### config.mk
export PLATFORM = sky130hd
export DESIGN_NAME = rpn_front
export DESIGN_NICKNAME = d
export VERILOG_FILES = /design/src/design/rpn_pkg.sv /design/src/design/rpn_front.sv
export SDC_FILE = /design/constraint.sdc
export NUM_CORES = 1
export LEC_CHECK = 0
export BUFFER_PORTS_ARGS = -buffer_cell sky130_fd_sc_hd__clkbuf_2
export CAP_MARGIN = 20
export CORE_AREA = 2 2 78 72
export CTS_BUF_LIST = sky130_fd_sc_hd__clkbuf_4 sky130_fd_sc_hd__clkbuf_8
export DETAILED_ROUTE_END_ITERATION = 10
export DIE_AREA = 0 0 80 74
export PLACE_DENSITY_LB_ADDON = 0.25
export SLEW_MARGIN = 20
export SYNTH_ARGS = -nofsm -noshare
export SYNTH_HDL_FRONTEND = slang
export SYNTH_SLANG_ARGS = --single-unit
### constraint.sdc
create_clock -name aclk -period 5.9 [get_ports aclk]
set_input_delay 0.885 -clock aclk [delete_from_list [all_inputs] [get_ports aclk]]
set_output_delay 0.885 -clock aclk [all_outputs]
set_load 0.005 [all_outputs]
### src/design/rpn_pkg.sv
package rpn_pkg;

    localparam int STACK_DEPTH = 64;
    localparam int CNT_W       = $clog2(STACK_DEPTH + 1);
    localparam int ADDR_W      = $clog2(STACK_DEPTH);
    localparam int DATA_W      = 64;
    localparam int QUEUE_DEPTH = 2;
    localparam int QPTR_W      = $clog2(QUEUE_DEPTH);

    localparam logic [3:0] FN_PUSH  = 4'd0;
    localparam logic [3:0] FN_ADD   = 4'd1;
    localparam logic [3:0] FN_SUB   = 4'd2;
    localparam logic [3:0] FN_MUL   = 4'd3;
    localparam logic [3:0] FN_DIV   = 4'd4;
    localparam logic [3:0] FN_MOD   = 4'd5;
    localparam logic [3:0] FN_DUP   = 4'd6;
    localparam logic [3:0] FN_DROP  = 4'd7;
    localparam logic [3:0] FN_SWAP  = 4'd8;
    localparam logic [3:0] FN_CLEAR = 4'd9;
    localparam logic [3:0] FN_NOP   = 4'd15;

    localparam logic [1:0] ST_OK    = 2'd0;
    localparam logic [1:0] ST_UNDER = 2'd1;
    localparam logic [1:0] ST_OVER  = 2'd2;
    localparam logic [1:0] ST_DIV0  = 2'd3;

    localparam logic [1:0] AR_MUL = 2'd0;
    localparam logic [1:0] AR_DIV = 2'd1;
    localparam logic [1:0] AR_MOD = 2'd2;

    localparam logic [DATA_W-1:0] Q_MIN = {1'b1, {(DATA_W-1){1'b0}}};
    localparam logic [DATA_W-1:0] Q_MAX = {1'b0, {(DATA_W-1){1'b1}}};

    typedef struct packed {
        logic [3:0]               func;
        logic signed [DATA_W-1:0] push_value;
    } rpn_in_t;

    typedef struct packed {
        logic [1:0]               status;
        logic [CNT_W-1:0]         depth;
        logic signed [DATA_W-1:0] top_value;
    } rpn_out_t;

    // Decoded command as it sits in the queue
    typedef struct packed {
        logic [3:0]        func;
        logic              need_two;
        logic              need_one;
        logic              grows;
        logic              div_like;
        logic [DATA_W-1:0] value;
    } rpn_cmd_t;

endpackage

### src/design/rpn_front.sv
module rpn_front (
    input  logic              aclk,
    input  logic              aresetn,
    input  logic              s_valid,
    output logic              s_ready,
    input  rpn_pkg::rpn_in_t  s_payload,
    output logic              q_valid,
    input  logic              q_ready,
    output rpn_pkg::rpn_cmd_t q_cmd
);
    import rpn_pkg::*;

    logic     valid_reg;
    logic     valid_next;
    rpn_cmd_t cmd_reg;
    rpn_cmd_t cmd_next;
    rpn_cmd_t dec;

    always_comb begin
        dec          = '0;
        dec.func     = s_payload.func;
        dec.value    = s_payload.push_value;
        unique case (s_payload.func)
            FN_PUSH: dec.grows = 1'b1;
            FN_ADD, FN_SUB, FN_MUL: dec.need_two = 1'b1;
            FN_DIV, FN_MOD: begin
                dec.need_two = 1'b1;
                dec.div_like = 1'b1;
            end
            FN_DUP: begin
                dec.need_one = 1'b1;
                dec.grows    = 1'b1;
            end
            FN_DROP:  dec.need_one = 1'b1;
            FN_SWAP:  dec.need_two = 1'b1;
            FN_CLEAR: ;
            default:  dec.func = FN_NOP;
        endcase
    end

    assign s_ready = !valid_reg || q_ready;
    assign q_valid = valid_reg;
    assign q_cmd   = cmd_reg;

    always_comb begin
        valid_next = valid_reg && !q_ready;
        cmd_next   = cmd_reg;
        if (s_valid && s_ready) begin
            valid_next = 1'b1;
            cmd_next   = dec;
        end
    end

    always_ff @(posedge aclk) begin
        if (!aresetn) begin
            valid_reg <= 1'b0;
        end else begin
            valid_reg <= valid_next;
        end
        cmd_reg <= cmd_next;
    end
endmodule

==> results of run 1 <==
[stage by stage]
step           total power [mW]  area [um^2]   util  setup slack [ps]
5_1_grt                    1.18         3350  0.654              3750
4_1_cts                    1.16         3350  0.654              3780
3_3_place_gp              0.700         3120  0.608              3660
2_1_floorplan             0.648         2330      -              2730
3_5_place_dp              0.703         3120  0.608              3650
6_report                   1.14         3350  0.654              3780
[worst min-delay path, cell delays in order, from the launching register on]
cell and delay, ps:
dfxtp_1 310, nand2b_1 100, a21boi_0 100
[area by class of cell]
cell class              instances  area share
inverters                       2     0.00224
repair buffers                145       0.216
clock inverters                 6      0.0317
clock buffers                  10      0.0392
multi-input cells              16      0.0351
flip-flops and latches         73       0.651
well taps                      67      0.0250
[layout by cell type (no fill, tap or decap)]
| master | Yosys | routed |
|---|---|---|
| a21oi_2 | 1 | 1 |
| and2_4 | 0 | 1 |
| nor3b_1 | 1 | 1 |
| nand2b_1 | 2 | 2 |
| o21ai_0 | 2 | 2 |
| a21o_2 | 2 | 2 |
| clkinv_1 | 0 | 1 |
| a21boi_0 | 1 | 1 |
| and3_1 | 1 | 1 |
| clkbuf_8 | 0 | 9 |
| nor2_1 | 1 | 1 |
| xor2_1 | 1 | 1 |
| nor3_1 | 1 | 1 |
| inv_1 | 2 | 2 |
| bufinv_16 | 0 | 3 |
| nor3b_2 | 1 | 1 |
| clkbuf_2 | 0 | 145 |
| edfxtp_1 | 72 | 72 |
| clkbuf_4 | 0 | 1 |
| clkinv_2 | 0 | 1 |
| dfxtp_1 | 1 | 1 |
| o21ai_2 | 1 | 1 |
| clkinvlp_4 | 0 | 1 |
[registers in the layout (all words and copies together) (netlist names)]
| register | flops |
|---|---|
| q_cmd | 72 |
| q_valid | 1 |
[report_power, final]
group / internal (mW) / switching, mW / leakage [nW]
registers: 0.607 / 0.00733 / 0.705
logic: 0.0379 / 0.0370 / 0.658
clock network: 0.283 / 0.170 / 0.117
total: 0.928 / 0.215 / 1.48
[cell families after synthesis]
logic type	after synthesis	share of synthesized area
flops	73	0.936
buf+inv	5	0.0145
simple gates	8	0.0231
xor+xnor	1	0.00376
compound gates	7	0.0225
[cell usage after synthesis, drive strengths merged]
cell type,count
a21boi,1
a21o,2
a21oi,1
and2,1
and3,1
buf,2
clkbuf,1
dfxtp,1
edfxtp,72
inv,2
nand2b,2
nor2,1
nor3,1
nor3b,2
o21ai,3
xor2,1
[path summary, 6_finish.rpt]
path	from	to	slack [ps]	depth (start not counted)
worst min register to register	q_valid	q_valid	560	2
worst max-delay path	q_ready	s_ready	3780	3
worst max register to register	q_valid	q_cmd[30]	4330	2
worst min-delay path	q_valid	q_valid	560	2
[per-layer routing]
| metal | GRT usage | share of wire |
|---|---|---|
| met1 | 0.151 | 0.40 |
| met2 | 0.219 | 0.46 |
| met3 | 0.0740 | 0.12 |
| met4 | 0.0866 | 0.023 |
| met5 | 0 | 0 |
==> key figures, run 1 <==
Run status
  • Status: complete, no violations

Route
  • Routed WL per cell: around 14 um
  • Vias post-DR: between 1,000 and 1,500
  • Routed vias/inst: approximately 4.4
  • Detailed Routing Iterations Pass 1: 4
  • Routed Antenna Nets: 0
  • Post-Route WL: 4310 um
  • Post-route DRC: 0
  • Initial DRC count: 65

Critical path
  • Startpoint class of the critical path: primary input
  • Most used cell, CP: clkbuf_2
  • Worst Path Required: around 5000 ps
  • Cell Chain, Critical Path: clkbuf_2 -> nand2b_1 -> clkbuf_2
  • WP buf/inv: 2
  • Max stage delay on crit path: 150 ps
  • WS Path Type: in2out
  • Top Family by Delay on Critical Path: buffers and inverters
  • CP Capture Type: output pin
  • Crit path max fanout: 3
  • Worst EP arrival: ~1200 ps
  • CP max stage cell: nand2b_1

Cells and area
  • Cell Count, Final, Fillers Out: roughly 320
  • Final net count: around 320
  • Area taken by multi-input logic gates: around 120 um^2
  • Share of layout cells above drive strength 1: 0.659
  • Sequential cell area: 2180 um^2
  • Ant. Diodes: 0
  • P&R area growth vs syn: 43.9%
  • Filler cells: around 390

STA
  • Max Slew Vio Count: 0
  • Tmin final: roughly 2100 ps
  • Final hold slack: about 560 ps
  • Setup Skew: 7.70 ps
  • # setup viols final: 0
  • RSZ-0062 raised after global routing: false
  • TNS Setup: 0 ps
  • Slew @ Worst Pin: about 900 ps
  • Endpoints failing hold: 0
  • Rel. slew slack: 0.402
  • FMAX: 473 MHz
  • Crit share post-route: 0.359

CTS
  • Clock Tree Buf Depth: 2
  • Reg clk slew, reported paths: ~70 ps
  • H-tree depth: 3
  • Hold buffers post-CTS: 0
  • Number of setup buffers added after CTS: 0
  • CTS tree: yes
  • Post-CTS resize count: 0
  • CTS buffer count: 9
  • Root buffer cell: clkbuf_8
  • # clock sinks: 73
  • Clk_lat worst skew: 330 ps

Synthesis
  • Synthesized instance count: 94
  • Ys Warns: 0
  • Syn Area/Cell: between 20 and 25 um^2
  • Seq cells post-synth: 73
  • Area share of the largest cell type after synthesis: 0.928
  • Post-Syn Nets: ~170
  • Post-synthesis cell area: roughly 2300 um^2
  • Sequential share of the synthesized area: 0.936
  • Netlist cell types: 18
  • Main area contributors after synthesis: edfxtp_1 93%, buf_6 0.97%, dfxtp_1 0.86%, a21o_2 0.75%, nand2b_1 0.54%
  • Largest area contributor in the netlist: edfxtp_1

Pwr
  • Leak: between 1 and 1.5 nW
  • PwrDens: between 300 and 400 nW/um^2
  • Max VDD drop: ~190 uV

GRT
  • Gr usage total: 0.140
  • Vias in the first global route: approximately 1,300
  • Largest net degree at the start of global routing: 73
  • Initial antenna violation count: 0
  • First-pass GRT wire length: slightly below 6000 um
  • GRT overflow: 0

Placed design
  • Gpl congestion: between 0.7 and 0.8
  • Dpl cells: between 300 and 400
  • Buffers on Ports: approximately 150
  • HPWL after DPL: 3150 um

Die
  • Core ar.: approximately 5100 um^2
  • IO Pins: approximately 150
  • Starting Density: 0.454
  • Chip width: 80 um
  • Chip Height: between 70 and 80 um
  • Die area: about 6000 um^2
  • Standard-cell row count: 25

Min path
  • Worst hold path class: reg2reg

Flow run
  • Max-cap check violation count: 0
Power figures use the tool's default switching activity.
==> run 2: changes to the inputs <==
--- a/config.mk
+++ b/config.mk
@@ -7,10 +7,10 @@
 export LEC_CHECK = 0
 export BUFFER_PORTS_ARGS = -buffer_cell sky130_fd_sc_hd__clkbuf_2
 export CAP_MARGIN = 20
-export CORE_AREA = 2 2 78 72
+export CORE_AREA = 2 2 80 75
 export CTS_BUF_LIST = sky130_fd_sc_hd__clkbuf_4 sky130_fd_sc_hd__clkbuf_8
 export DETAILED_ROUTE_END_ITERATION = 10
-export DIE_AREA = 0 0 80 74
+export DIE_AREA = 0 0 82 77
 export PLACE_DENSITY_LB_ADDON = 0.25
 export SLEW_MARGIN = 20
 export SYNTH_ARGS = -nofsm -noshare
==> constraint.sdc (replaced) <==
create_clock -name aclk -period 2 [get_ports aclk]
set_input_delay 0.3 -clock aclk [delete_from_list [all_inputs] [get_ports aclk]]
set_output_delay 0.3 -clock aclk [all_outputs]
set_load 0.005 [all_outputs]
==> key figures, run 2 (synthesis results as in run 1) <==
Placed design
  • HPWL after DPL: approximately 3400 um
  • Dpl cells: about 310
  • Buffers on Ports: 145
  • Gpl congestion: just over 0.7

CTS
  • # clock sinks: 73
  • Reg clk slew, reported paths: 70 ps
  • Number of setup buffers added after CTS: 0
  • Clock Tree Buf Depth: 2
  • H-tree depth: 3
  • CTS buffer count: 9
  • CTS tree: yes
  • Post-CTS resize count: 0
  • Hold buffers post-CTS: 0
  • Clk_lat worst skew: 320 ps
  • Root buffer cell: clkbuf_8

STA
  • # setup viols final: 0
  • Setup Skew: between 7 and 8 ps
  • Rel. slew slack: 0.681
  • Tmin final: about 1300 ps
  • Max Slew Vio Count: 0
  • FMAX: about 750 MHz
  • Crit share post-route: 0.670
  • Slew @ Worst Pin: between 400 and 500 ps
  • RSZ-0062 raised after global routing: false
  • TNS Setup: 0 ps
  • Endpoints failing hold: 0

Cells and area
  • Commonest non-fill, non-tap cell in the layout: clkbuf_2
  • Filler cells: between 400 and 500
  • P&R area growth vs syn: 42.6%
  • Most frequent cells in the layout: 145 x clkbuf_2, 72 x edfxtp_1, 9 x clkbuf_8
  • Final net count: roughly 320
  • Share of layout cells above drive strength 1: 0.657
  • Cell Count, Final, Fillers Out: 324
  • Number of flip-flops in the largest register: 72
  • Ant. Diodes: 0

Route
  • Post-route DRC: 0
  • Routed vias/inst: approximately 4.3
  • Routed Antenna Nets: 0
  • Highest metal layer with signal wires: met4
  • WL met3: around 430 um
  • Metal2 WL: approximately 2300 um
  • Initial DRC count: 51
  • Post-Route WL: around 4500 um
  • Routed WL per cell: 14.0 um
  • Detailed Routing Iterations Pass 1: 4
  • Vias post-DR: 1,395
  • WL met1: roughly 1800 um

Critical path
  • RR Startpoint: q_valid
  • Crit path max fanout: 39
  • WS Path Type: reg2reg
  • Worst EP arrival: 1300 ps
  • CP Capture Type: register
  • Worst Path Required: 1960 ps
  • Startpoint class of the critical path: register
  • Worst setup path start: q_valid

Die
  • Chip width: a little over 80 um
  • IO Pins: 146
  • Core ar.: roughly 5500 um^2
  • Starting Density: 0.427
  • Die area: 6310 um^2
  • Standard-cell row count: 26
  • Chip Height: between 70 and 80 um

GRT
  • Largest net degree at the start of global routing: 40
  • Vias in the first global route: around 1,300
  • Initial antenna violation count: 0
  • Gr usage total: 0.144
  • GRT overflow: 0
  • First-pass GRT wire length: roughly 6500 um

Pwr
  • P_int: approximately 2.5 mW
  • PwrDens: 934 nW/um^2
  • Comb pwr share: 0.072
  • Share of total power in sequential cells: 0.584
  • Clock share of power: 0.344
  • Switching part of the total: 0.199
  • P_sw: 619 uW
  • Leak: around 1.5 nW
  • Max VDD drop: 649 uV

Flow run
  • Max-cap check violation count: 0

Run status
  • Status: complete, no violations

Min path
  • Worst hold path class: in2reg
  • Worst hold start: s_payload[59]
-- run 2: worst max-delay path, stage by stage (launching register included) --
cell and delay [ps]:
dfxtp_1 310, nand2b_1 90, and2_2 150, buf_4 410
-- run 2: per-stage QoR --
stage	setup WS (ps)	area [um^2]	utilization	total power, mW	hold WS [ps]
finish	661	3320	0.608	3.10	149
global route	555	3320	0.608	3.24	126
CTS	645	3320	0.608	3.15	131
detailed placement	546	3130	0.573	2.08	479
global placement	565	3130	0.573	2.07	477
floorplan	206	2330	-	1.91	399
-- run 2: area by class of cell --
type	instances	area (um^2)	area share
repair buffers	147	741	0.223
clock buffers	10	131	0.0395
inverters	2	7.51	0.00226
well taps	70	87.6	0.0263
clock inverters	6	58.8	0.0177
flip-flops and latches	73	2180	0.656
multi-input cells	16	116	0.0350
-- run 2: path summary, 6_finish.rpt --
kind	endpoint	slack, ps	cells after the start
max reg2reg	q_cmd[5]	660	3
min	q_cmd[59]	150	1
min reg2reg	q_valid	530	2
max	q_cmd[5]	660	3
-- run 2: power groups by stage --
stage | clock network, mW | registers [mW] | logic (mW)
after floorplan | 0 | 1.86 | 0.0492
after detailed placement | 0 | 1.85 | 0.230
after global placement | 0 | 1.84 | 0.226
after CTS | 1.11 | 1.81 | 0.231
final | 1.07 | 1.81 | 0.225
after global routing | 1.17 | 1.82 | 0.250
-- run 2: metal layers --
layer / track usage / vias to the layer above
li1: - / 678
met1: 0.163 / 628
met2: 0.239 / 82
met3: 0.0447 / 7
met4: 0.0767 / 0
met5: 0 / -
