`src/design/rpn_pkg.sv`:
```
package rpn_pkg;

    localparam int STACK_DEPTH = 64;
    localparam int CNT_W       = $clog2(STACK_DEPTH + 1);
    localparam int ADDR_W      = $clog2(STACK_DEPTH);
    localparam int DATA_W      = 64;
    localparam int QUEUE_DEPTH = 2;
    localparam int QPTR_W      = $clog2(QUEUE_DEPTH);

    localparam logic [3:0] FN_PUSH  = 4'd0;
    localparam logic [3:0] FN_ADD   = 4'd1;
    localparam logic [3:0] FN_SUB   = 4'd2;
    localparam logic [3:0] FN_MUL   = 4'd3;
    localparam logic [3:0] FN_DIV   = 4'd4;
    localparam logic [3:0] FN_MOD   = 4'd5;
    localparam logic [3:0] FN_DUP   = 4'd6;
    localparam logic [3:0] FN_DROP  = 4'd7;
    localparam logic [3:0] FN_SWAP  = 4'd8;
    localparam logic [3:0] FN_CLEAR = 4'd9;
    localparam logic [3:0] FN_NOP   = 4'd15;

    localparam logic [1:0] ST_OK    = 2'd0;
    localparam logic [1:0] ST_UNDER = 2'd1;
    localparam logic [1:0] ST_OVER  = 2'd2;
    localparam logic [1:0] ST_DIV0  = 2'd3;

    localparam logic [1:0] AR_MUL = 2'd0;
    localparam logic [1:0] AR_DIV = 2'd1;
    localparam logic [1:0] AR_MOD = 2'd2;

    localparam logic [DATA_W-1:0] Q_MIN = {1'b1, {(DATA_W-1){1'b0}}};
    localparam logic [DATA_W-1:0] Q_MAX = {1'b0, {(DATA_W-1){1'b1}}};

    typedef struct packed {
        logic [3:0]               func;
        logic signed [DATA_W-1:0] push_value;
    } rpn_in_t;

    typedef struct packed {
        logic [1:0]               status;
        logic [CNT_W-1:0]         depth;
        logic signed [DATA_W-1:0] top_value;
    } rpn_out_t;

    // Decoded command as it sits in the queue
    typedef struct packed {
        logic [3:0]        func;
        logic              need_two;
        logic              need_one;
        logic              grows;
        logic              div_like;
        logic [DATA_W-1:0] value;
    } rpn_cmd_t;

endpackage

```
`src/design/rpn_queue.sv`:
```
module rpn_queue (
    input  logic              aclk,
    input  logic              aresetn,
    input  logic              in_valid,
    output logic              in_ready,
    input  rpn_pkg::rpn_cmd_t in_cmd,
    output logic              out_valid,
    input  logic              out_ready,
    output rpn_pkg::rpn_cmd_t out_cmd
);
    import rpn_pkg::*;

    localparam logic [QPTR_W:0] FULL = (QPTR_W + 1)'(QUEUE_DEPTH);

    rpn_cmd_t         slot_reg [QUEUE_DEPTH];
    logic [QPTR_W-1:0] wr_ptr_reg;
    logic [QPTR_W-1:0] wr_ptr_next;
    logic [QPTR_W-1:0] rd_ptr_reg;
    logic [QPTR_W-1:0] rd_ptr_next;
    logic [QPTR_W:0]   fill_reg;
    logic [QPTR_W:0]   fill_next;
    logic              push;
    logic              pop;

    assign in_ready  = fill_reg != FULL;
    assign out_valid = fill_reg != '0;
    assign out_cmd   = slot_reg[rd_ptr_reg];
    assign push      = in_valid && in_ready;
    assign pop       = out_valid && out_ready;

    always_comb begin
        wr_ptr_next = push ? wr_ptr_reg + 1'b1 : wr_ptr_reg;
        rd_ptr_next = pop ? rd_ptr_reg + 1'b1 : rd_ptr_reg;
        fill_next   = fill_reg + (QPTR_W + 1)'(push) - (QPTR_W + 1)'(pop);
    end

    always_ff @(posedge aclk) begin
        if (!aresetn) begin
            wr_ptr_reg <= '0;
            rd_ptr_reg <= '0;
            fill_reg   <= '0;
        end else begin
            wr_ptr_reg <= wr_ptr_next;
            rd_ptr_reg <= rd_ptr_next;
            fill_reg   <= fill_next;
        end
        if (push) begin
            slot_reg[wr_ptr_reg] <= in_cmd;
        end
    end
endmodule

```
`config.mk`:
```
export PLATFORM = sky130hd
export DESIGN_NAME = rpn_queue
export DESIGN_NICKNAME = d
export VERILOG_FILES = /design/src/design/rpn_pkg.sv /design/src/design/rpn_queue.sv
export SDC_FILE = /design/constraint.sdc
export NUM_CORES = 1
export LEC_CHECK = 0
export BUFFER_PORTS_ARGS = -buffer_cell sky130_fd_sc_hd__buf_2
export CORE_UTILIZATION = 52
export DETAILED_ROUTE_END_ITERATION = 16
export PLACE_DENSITY = 0.79
export SYNTH_ARGS = -nofsm -noshare
export SYNTH_HDL_FRONTEND = slang
export SYNTH_SLANG_ARGS = --single-unit
export TNS_END_PERCENT = 30
```
`constraint.sdc`:
```
create_clock -name aclk -period 5.3 [get_ports aclk]
set_input_delay 0.795 -clock aclk [delete_from_list [all_inputs] [get_ports aclk]]
set_output_delay 0.795 -clock aclk [all_outputs]
set_load 0.03 [all_outputs]
```
==> impl_metrics.csv, run 1 <==
group,metric,value,unit
clock_network,post-cts-setup-buffers,0,
setup_path,end_kind,"output port",
setup_path,critical_path.slowest_cell,"dfxtp_4",
detailed_routing,viasPerCell,5.02,
global_route,grt_pass1_vias,2892,
die,start_util,53.4,%
detailed_routing,ant_nets,0,
cells_and_area,fin_util,67.2,%
job,cap_viol_max_count,0,
detailed_routing,drc,0,
worst_hold_path,hp-start,"in_cmd[0]",
clock_network,clock-sinks,149,
detailed_routing,vias,2820,
setup_path,cp.required,4.51,ns
cells_and_area,area_growth,26.0,%
die,rows,37,
synth,synthCells,253,
setup_path,startpoint_type,"flip-flop",
detailed_routing,dr.pass1.iters,4,
clock_network,clk_pin_slew,0.06,ns
timing,rsz0062_at_grt,"no",
synth,synthFlopType,"edfxtp_1",
synth,netlist-cell-type-count,25,
detailed_routing,drt-initial-drc-count,106,
global_route,grt_overflow,0,
placement,hpwl,5710,um
timing,hold_viol,0,
placement,io_buffers,149,
setup_path,critPathKind,"flip-flop to output port",
synth,synth_async_sr_flop_share,0,%
clock_network,cts_buffer_depth,2,
timing,setup_viol,0,
placement,gp_congestion,0.755,
clock_network,cts_tree,"built",
global_route,grt_pass1_wl,14200,um
die,die_w,105,um
setup_path,slowest_delay,0.99,ns
synth,syn_area,5480,um2
power_and_ir_drop,peakVddDrop,345,uV
clock_network,clk_latency,0.52,ns
synth,synthTopCellsByCount,"edfxtp_1, mux2_1, buf_6",
synth,yosysMostFrequentCell,"edfxtp_1",
die,num_io_pins,150,
timing,skew,0.0108,ns
clock_network,numCtsBuffers,17,
global_route,grt_max_degree,73,
die,die_h,105,um
timing,timing.fmax,0.342,GHz
die,core_area,10300,um2
synth,synth_area_leaders,"edfxtp_1, mux2_1, dfxtp_1",
clock_network,htreeDepth,4,
clock_network,cts_root_buffer,"clkbuf_8",
detailed_routing,wl,9090,um
synth,ys_seq_elements,149,
detailed_routing,wl_per_cell,16.2,um
timing,finalSetupTns,0,ns
cells_and_area,diodes,0,
global_route,grt_usage,17.5,%
clock_network,cts_resized,0,
die,die_area,11000,um2
timing,slew_violations,0,
cells_and_area,final_layout_size_suffix_gt1_share,43.2,%
synth,synth_top_area_cell,"edfxtp_1",
synth,avgSynthCellArea,21.7,um2
setup_path,critPathMaxFanout,72,
cells_and_area,fin_nets,491,
setup_path,reg2reg_from,"fill_reg[0]$_SDFF_PN0_",
power_and_ir_drop,leakage,2.60,nW
timing,tightest_slew,0.988,ns
cells_and_area,n_fill_cell,734,
worst_hold_path,hold_class,"primary input to flip-flop",
timing,min_period_over_period,55.2,%
synth,syn_nets,330,
power_and_ir_drop,power.density,492,nW/um2
timing,min_period,2.93,ns
clock_network,holdBufCountCts,0,
setup_path,cp_cell_sequence,"mux2_2 > buf_2",
synth,ys_seq_area_share,80.7,%
synth,ys_warn_count,0,
cells_and_area,largest_register_ffs,144,
timing,fin_hold_ws,0.462,ns
timing,maxSlewHeadroom,34.1,%
setup_path,cp.arrival,2.13,ns
run_status,outcome,"complete, no violations",
synth,synth_edf_count,144,
synth,synth_top_area_share,78.9,%
global_route,antenna_found_initial,0,
==> final cells by class <==
type	count	area (um2)	area share [%]
well taps	136	170	2.46
inverters	1	3.75	0.0543
clock inverters	11	154	2.23
clock buffers	20	425	6.16
repair buffers	150	753	10.9
flip-flops and latches	149	4430	64.1
multi-input cells	95	975	14.1
==> stage by stage <==
stage               area (um2)  worst slack (ns)  cells  power (mW)
global route              6910              2.22    562        3.53
finish                    6910              2.37    562        3.40
CTS                       6910              2.33    562        3.43
global placement          6330              2.64    531        2.26
detailed placement        6330              2.59    531        2.28
floorplan                 5480              2.29    253        2.08
==> per-layer routing <==
metal  track usage, %  vias up  wire length (um)
li1                 -     1331                 -
met1             20.6     1381              3720
met2             29.3       96              4660
met3             6.61       12               591
met4             6.64        0               119
met5                0        -                 0
==> power breakdown <==
group | switching [mW] | total, mW | internal, mW | leakage (nW)
sequential | 0.0936 | 1.53 | 1.44 | 1.39
combinational | 0.472 | 0.715 | 0.243 | 0.950
clock | 0.440 | 1.16 | 0.716 | 0.264
==> cell usage in the layout (no fill, tap or decap) <==
cell,n
a211oi_1,1
a21bo_1,2
a21boi_1,1
a32oi_1,1
and2_1,3
and3_4,1
buf_2,149
buf_4,1
bufinv_16,3
clkbuf_1,3
clkbuf_16,16
clkbuf_8,1
clkinv_4,2
clkinvlp_4,5
dfxtp_1,4
dfxtp_4,1
edfxtp_1,144
ha_1,1
inv_2,1
inv_6,1
mux2_1,70
mux2_2,2
mux2i_1,1
nand2_1,1
nand2b_1,2
nand3_1,1
nand3b_1,1
nor2_1,2
nor2b_1,1
o21ai_0,1
o21ai_1,1
or2_2,1
xnor2_1,1
==> final timing paths <==
check	endpoint	cells past startpoint	slack, ns
worst max-delay path	out_cmd[61]	2	2.37
worst min-delay path	slot_reg[1][0]$_DFFE_PP_	1	0.46
worst max register to register	slot_reg[0][19]$_DFFE_PP_	4	2.91
worst min register to register	flip-flop	2	0.59
==> critical path: cells and delay by family (launching register included) <==
family | cells | cell delay, ns
buf+inv | 1 | 0.18
flops | 1 | 0.99
mux | 1 | 0.42
==> kinds of logic (layout without fill, tap and decap cells) <==
kind of cell | Yosys count | after routing | synth area share, %
adder cells (fa/ha/maj) | 1 | 1 | 0.228
AO/OA/AOI/OAI | 7 | 7 | 0.981
XOR/XNOR | 1 | 1 | 0.160
AND/OR/NAND/NOR | 13 | 13 | 1.35
buffers and inverters | 9 | 182 | 1.64
flip-flops | 149 | 149 | 80.7
multiplexers | 73 | 73 | 15.0
Power figures use the tool's default switching activity.
==> run 2, diff against run 1 <==
--- a/config.mk
+++ b/config.mk
@@ -6,9 +6,9 @@
 export NUM_CORES = 1
 export LEC_CHECK = 0
 export BUFFER_PORTS_ARGS = -buffer_cell sky130_fd_sc_hd__buf_2
-export CORE_UTILIZATION = 52
+export CORE_UTILIZATION = 47
 export DETAILED_ROUTE_END_ITERATION = 16
-export PLACE_DENSITY = 0.79
+export PLACE_DENSITY = 0.76
 export SYNTH_ARGS = -nofsm -noshare
 export SYNTH_HDL_FRONTEND = slang
 export SYNTH_SLANG_ARGS = --single-unit
==> constraint.sdc (replaced) <==
create_clock -name aclk -period 2.35 [get_ports aclk]
set_input_delay 0.3525 -clock aclk [delete_from_list [all_inputs] [get_ports aclk]]
set_output_delay 0.3525 -clock aclk [all_outputs]
set_load 0.03 [all_outputs]
==> impl_metrics.csv, run 2 (synthesized netlist as in run 1, its figures left out) <==
group,metric,value,unit
clock_network,clock-sinks,149,
clock_network,htreeDepth,4,
setup_path,startpoint_type,"flip-flop",
timing,tightest_slew,0.595,ns
global_route,grt_pass1_vias,2836,
die,die_w,110,um
global_route,antenna_found_initial,0,
clock_network,holdBufCountCts,0,
worst_hold_path,min_to,"slot_reg[0][60]$_DFFE_PP_",
run_status,outcome,"complete, no violations",
placement,dpl.cell_count,542,
cells_and_area,diodes,0,
die,num_io_pins,150,
worst_hold_path,hold_class,"primary input to flip-flop",
timing,slew_violations,0,
timing,finalSetupTns,0,ns
cells_and_area,largest_register_ffs,144,
clock_network,numCtsBuffers,17,
detailed_routing,vias,2807,
global_route,grt_overflow,0,
detailed_routing,wl,9230,um
placement,hpwl,5920,um
clock_network,clk_latency,0.41,ns
setup_path,end_kind,"output port",
detailed_routing,drc,0,
detailed_routing,wl_per_cell,16.2,um
global_route,grt_pass1_wl,13600,um
cells_and_area,final_cell_mix,"buf_2, edfxtp_1, mux2_1, clkbuf_16, bufinv_16",
detailed_routing,dr.pass1.iters,4,
cells_and_area,layout_commonest_cell,"buf_2",
worst_hold_path,holdPathStages,1,
die,die_area,12100,um2
cells_and_area,fin_nets,495,
timing,setup_viol,0,
clock_network,cts_tree,"built",
timing,maxSlewHeadroom,60.3,%
power_and_ir_drop,power.density,1130,nW/um2
setup_path,r2r_slack,0.63,ns
setup_path,worst_r2r_endpoint,"slot_reg[0][64]$_DFFE_PP_",
clock_network,cts_buffer_depth,2,
cells_and_area,final_cells,571,
timing,finalWorstSetupSlack,0.272,ns
placement,io_buffers,149,
timing,timing.fmax,0.481,GHz
setup_path,cp.required,2.00,ns
placement,pre_cts_ws,0.588,ns
worst_hold_path,hp-start,"in_cmd[60]",
detailed_routing,ant_nets,0,
timing,rsz0062_at_grt,"no",
setup_path,reg2reg_from,"fill_reg[0]$_SDFF_PN0_",
setup_path,cp.arrival,1.73,ns
setup_path,critPathMaxFanout,30,
clock_network,post-cts-setup-buffers,0,
timing,min_period_over_period,88.4,%
die,core_area,11400,um2
timing,hold_viol,0,
clock_network,cts_resized,0,
power_and_ir_drop,leakage,2.66,nW
timing,min_period,2.08,ns
clock_network,cts_root_buffer,"clkbuf_16",
placement,gp_congestion,0.625,
setup_path,critPathKind,"flip-flop to output port",
timing,skew,0.00612,ns
global_route,grt_usage,15.9,%
job,cap_viol_max_count,0,
setup_path,r2r_cells,4,
placement,postPlaceCellArea,6390,um2
detailed_routing,drt-initial-drc-count,83,
power_and_ir_drop,peakVddDrop,645,uV
cells_and_area,fin_area,7010,um2
die,start_util,48.0,%
clock_network,clk_pin_slew,0.06,ns
die,die_h,110,um
cells_and_area,area_growth,27.8,%
cells_and_area,final_layout_size_suffix_gt1_share,43.7,%
die,rows,39,
detailed_routing,viasPerCell,4.92,
global_route,grt_max_degree,73,
-- run 2: cell count changes in the layout (fill, tap and decap cells not counted), sizes merged --
| cell | before | now |
|---|---|---|
| clkinv | 2 | 6 |
| clkbuf | 20 | 18 |
| buf | 150 | 154 |
| inv | 2 | 0 |
| bufinv | 3 | 5 |
| clkinvlp | 5 | 1 |
-- run 2: through the flow --
stage / util (%) / power [mW] / hold slack (ns)
6_report: 61.4 / 7.91 / 0.128
5_1_grt: 61.4 / 8.22 / 0.104
4_1_cts: 61.4 / 8.02 / 0.105
3_5_place_dp: 56.0 / 5.18 / 0.544
3_3_place_gp: 56.0 / 5.14 / 0.540
2_1_floorplan: - / 4.69 / 0.451
-- run 2: worst max path at each step --
stage | end | cells after the start | slack, ns | from
detailed placement | slot_reg[0][16]$_DFFE_PP_ | 4 | 0.59 | fill_reg[0]$_SDFF_PN0_
CTS | out_cmd[37] | 3 | 0.22 | flip-flop
global route | out_cmd[6] | 3 | 0.19 | flip-flop
global placement | slot_reg[0][70]$_DFFE_PP_ | 4 | 0.67 | fill_reg[0]$_SDFF_PN0_
floorplan | slot_reg[0][0]$_DFFE_PP_ | 3 | -0.40 | fill_reg[0]$_SDFF_PN0_
finish | out_cmd[37] | 3 | 0.27 | flip-flop
-- run 2: area by class of cell --
cell class,count,area (um2)
Fill cell,846,4410
Multi-Input combinational cell,95,975
Timing Repair Buffer,154,808
Inverter,1,5.00
Sequential cell,149,4430
Clock inverter,11,185
Clock buffer,18,429
Tap cell,143,179
-- run 2: routing by layer --
layer,up-vias,routed length [um],track usage (%)
met5,-,0,0
met4,0,133,8.48
met3,10,669,6.29
met2,98,4770,27.0
met1,1369,3660,17.2
li1,1330,-,-
-- run 2: power breakdown --
group / switching (mW) / total (mW) / internal [mW]
clock: 0.954 / 2.81 / 1.85
combinational: 1.21 / 1.79 / 0.581
sequential: 0.0739 / 3.31 / 3.24
total: 2.23 / 7.91 / 5.67
-- run 2: worst max-delay path, cell delays in order (launching register included) --
cell and delay (ns):
dfxtp_4 0.35, buf_4 0.37, mux2_1 0.39, buf_2 0.19
==> run 3, diff against run 2 <==
--- a/config.mk
+++ b/config.mk
@@ -8,7 +8,9 @@
 export BUFFER_PORTS_ARGS = -buffer_cell sky130_fd_sc_hd__buf_2
 export CORE_UTILIZATION = 47
 export DETAILED_ROUTE_END_ITERATION = 16
+export GPL_TIMING_DRIVEN = 0
 export PLACE_DENSITY = 0.76
+export SKIP_LAST_GASP = 1
 export SYNTH_ARGS = -nofsm -noshare
 export SYNTH_HDL_FRONTEND = slang
 export SYNTH_SLANG_ARGS = --single-unit
==> impl_metrics.csv, run 3 (synthesized netlist as in run 1, its figures left out) <==
group,metric,value,unit
die,die_w,110,um
setup_path,end_kind,"output port",
global_route,grt_max_degree,41,
setup_path,cp.arrival,1.64,ns
cells_and_area,layout_commonest_cell,"buf_2",
timing,setup_viol,0,
clock_network,cts_resized,0,
global_route,grt_overflow,0,
setup_path,path_delay_family,"buffers and inverters",
timing,slew_violations,0,
clock_network,cts_tree,"built",
clock_network,clock-sinks,149,
cells_and_area,diodes,0,
clock_network,cts_buffer_depth,2,
setup_path,critical_path.slowest_cell,"mux2_1",
global_route,antenna_found_initial,0,
power_and_ir_drop,power.density,1140,nW/um2
run_status,outcome,"complete, no violations",
power_and_ir_drop,switching_share,28.2,%
cells_and_area,fin_area,7120,um2
detailed_routing,dr.pass1.iters,4,
detailed_routing,wl,9350,um
setup_path,crit_buf_inv,3,
timing,maxSlewHeadroom,64.2,%
worst_hold_path,hold_class,"primary input to flip-flop",
placement,pre_cts_ws,0.452,ns
cells_and_area,area_growth,29.8,%
clock_network,htreeDepth,4,
die,die_area,12100,um2
setup_path,startpoint_type,"flip-flop",
cells_and_area,final_cell_mix,"buf_2, edfxtp_1, mux2_1, clkbuf_16, buf_6",
timing,hold_viol,0,
timing,min_period,1.99,ns
detailed_routing,drc,0,
job,cap_viol_max_count,0,
worst_hold_path,hp-start,"in_cmd[61]",
die,die_h,110,um
global_route,grt_pass1_wl,13400,um
detailed_routing,viasPerCell,4.86,
cells_and_area,final_layout_size_suffix_gt1_share,44.3,%
detailed_routing,vias,2816,
clock_network,cts_root_buffer,"clkbuf_16",
setup_path,cp.required,2.00,ns
detailed_routing,wl_per_cell,16.1,um
power_and_ir_drop,seq_power_share,40.6,%
clock_network,holdBufCountCts,0,
clock_network,clk_latency,0.41,ns
power_and_ir_drop,combPwrFrac,22.8,%
cells_and_area,multiInputGateArea,975,um2
power_and_ir_drop,p_int,5.84,mW
cells_and_area,fin_nets,500,
detailed_routing,ant_nets,0,
power_and_ir_drop,power_switching,2.29,mW
die,num_io_pins,150,
cells_and_area,largest_register_ffs,144,
power_and_ir_drop,pwr-share-clk,36.6,%
placement,gp_congestion,0.679,
timing,finalWorstSetupSlack,0.360,ns
cells_and_area,register_area,4420,um2
timing,skew,0.00351,ns
setup_path,slowest_delay,0.34,ns
die,start_util,48.0,%
global_route,grt_pass1_vias,2807,
setup_path,reg2reg_from,"fill_reg[0]$_SDFF_PN0_",
clock_network,numCtsBuffers,17,
setup_path,cp_cell_sequence,"buf_4 > buf_6 > mux2_1 > buf_2",
detailed_routing,drt-initial-drc-count,117,
clock_network,clk_pin_slew,0.06,ns
timing,tightest_slew,0.537,ns
cells_and_area,n_fill_cell,861,
timing,timing.fmax,0.502,GHz
power_and_ir_drop,peakVddDrop,689,uV
timing,min_period_over_period,84.7,%
timing,rsz0062_at_grt,"no",
power_and_ir_drop,leakage,2.71,nW
placement,hpwl,6130,um
placement,postPlaceCellArea,6460,um2
setup_path,critPathKind,"flip-flop to output port",
timing,finalSetupTns,0,ns
die,core_area,11400,um2
die,rows,39,
global_route,grt_usage,15.7,%
setup_path,critPathMaxFanout,10,
placement,io_buffers,149,
clock_network,post-cts-setup-buffers,0,
setup_path,r2r_slack,0.47,ns
## run 3: changes by cell type in the layout (fill, tap and decap cells not counted)
cell	previous run	this run
bufinv_16	5	6
clkinv_2	4	1
buf_6	0	7
clkbuf_1	1	0
dfxtp_1	4	5
clkinvlp_4	1	4
inv_4	0	1
buf_4	3	1
clkinv_1	1	3
dfxtp_4	1	0
## run 3: final cells by class
cell class / count / share of cell area, %
clock inverters: 15 / 3.31
inverters: 1 / 0.0879
repair buffers: 151 / 11.0
well taps: 143 / 2.51
multi-input cells: 95 / 13.7
clock buffers: 17 / 5.98
flip-flops and latches: 149 / 62.2
plain buffers: 8 / 1.21
## run 3: worst reg2reg max path, cell delays in order (launching register included)
cell,delay (ns)
dfxtp_1,0.44
nand2b_1,0.23
and3_4,0.56
buf_12,0.30
## run 3: final timing paths
kind | end | cells past startpoint
worst min register to register | rd_ptr_reg$_SDFFE_PN0P_ | 2
worst max-delay path | out_cmd[20] | 4
worst min-delay path | slot_reg[0][61]$_DFFE_PP_ | 1
worst max register to register | slot_reg[1][16]$_DFFE_PP_ | 3
## run 3: through the flow
step | power [mW] | instances | utilization (%) | hold slack [ns]
final | 8.13 | 579 | 62.3 | 0.131
after CTS | 8.22 | 579 | 62.3 | 0.110
after detailed placement | 5.24 | 547 | 56.5 | 0.545
after global placement | 5.19 | 545 | 56.1 | 0.533
after global routing | 8.44 | 579 | 62.3 | 0.107
after floorplan | 4.69 | 253 | - | 0.451
## run 3: per-layer routing
metal,track usage [%],part of all wire [%]
met5,0,0
met4,6.86,1.0
met3,6.76,6.5
met2,26.7,52
met1,17.0,40
## run 3: power by group through the flow
stage / logic, mW / clock network (mW) / registers, mW
floorplan: 1.35 / 0 / 3.34
global placement: 1.83 / 0 / 3.36
detailed placement: 1.88 / 0 / 3.36
CTS: 1.89 / 3.02 / 3.30
global route: 2.00 / 3.12 / 3.32
finish: 1.86 / 2.97 / 3.30
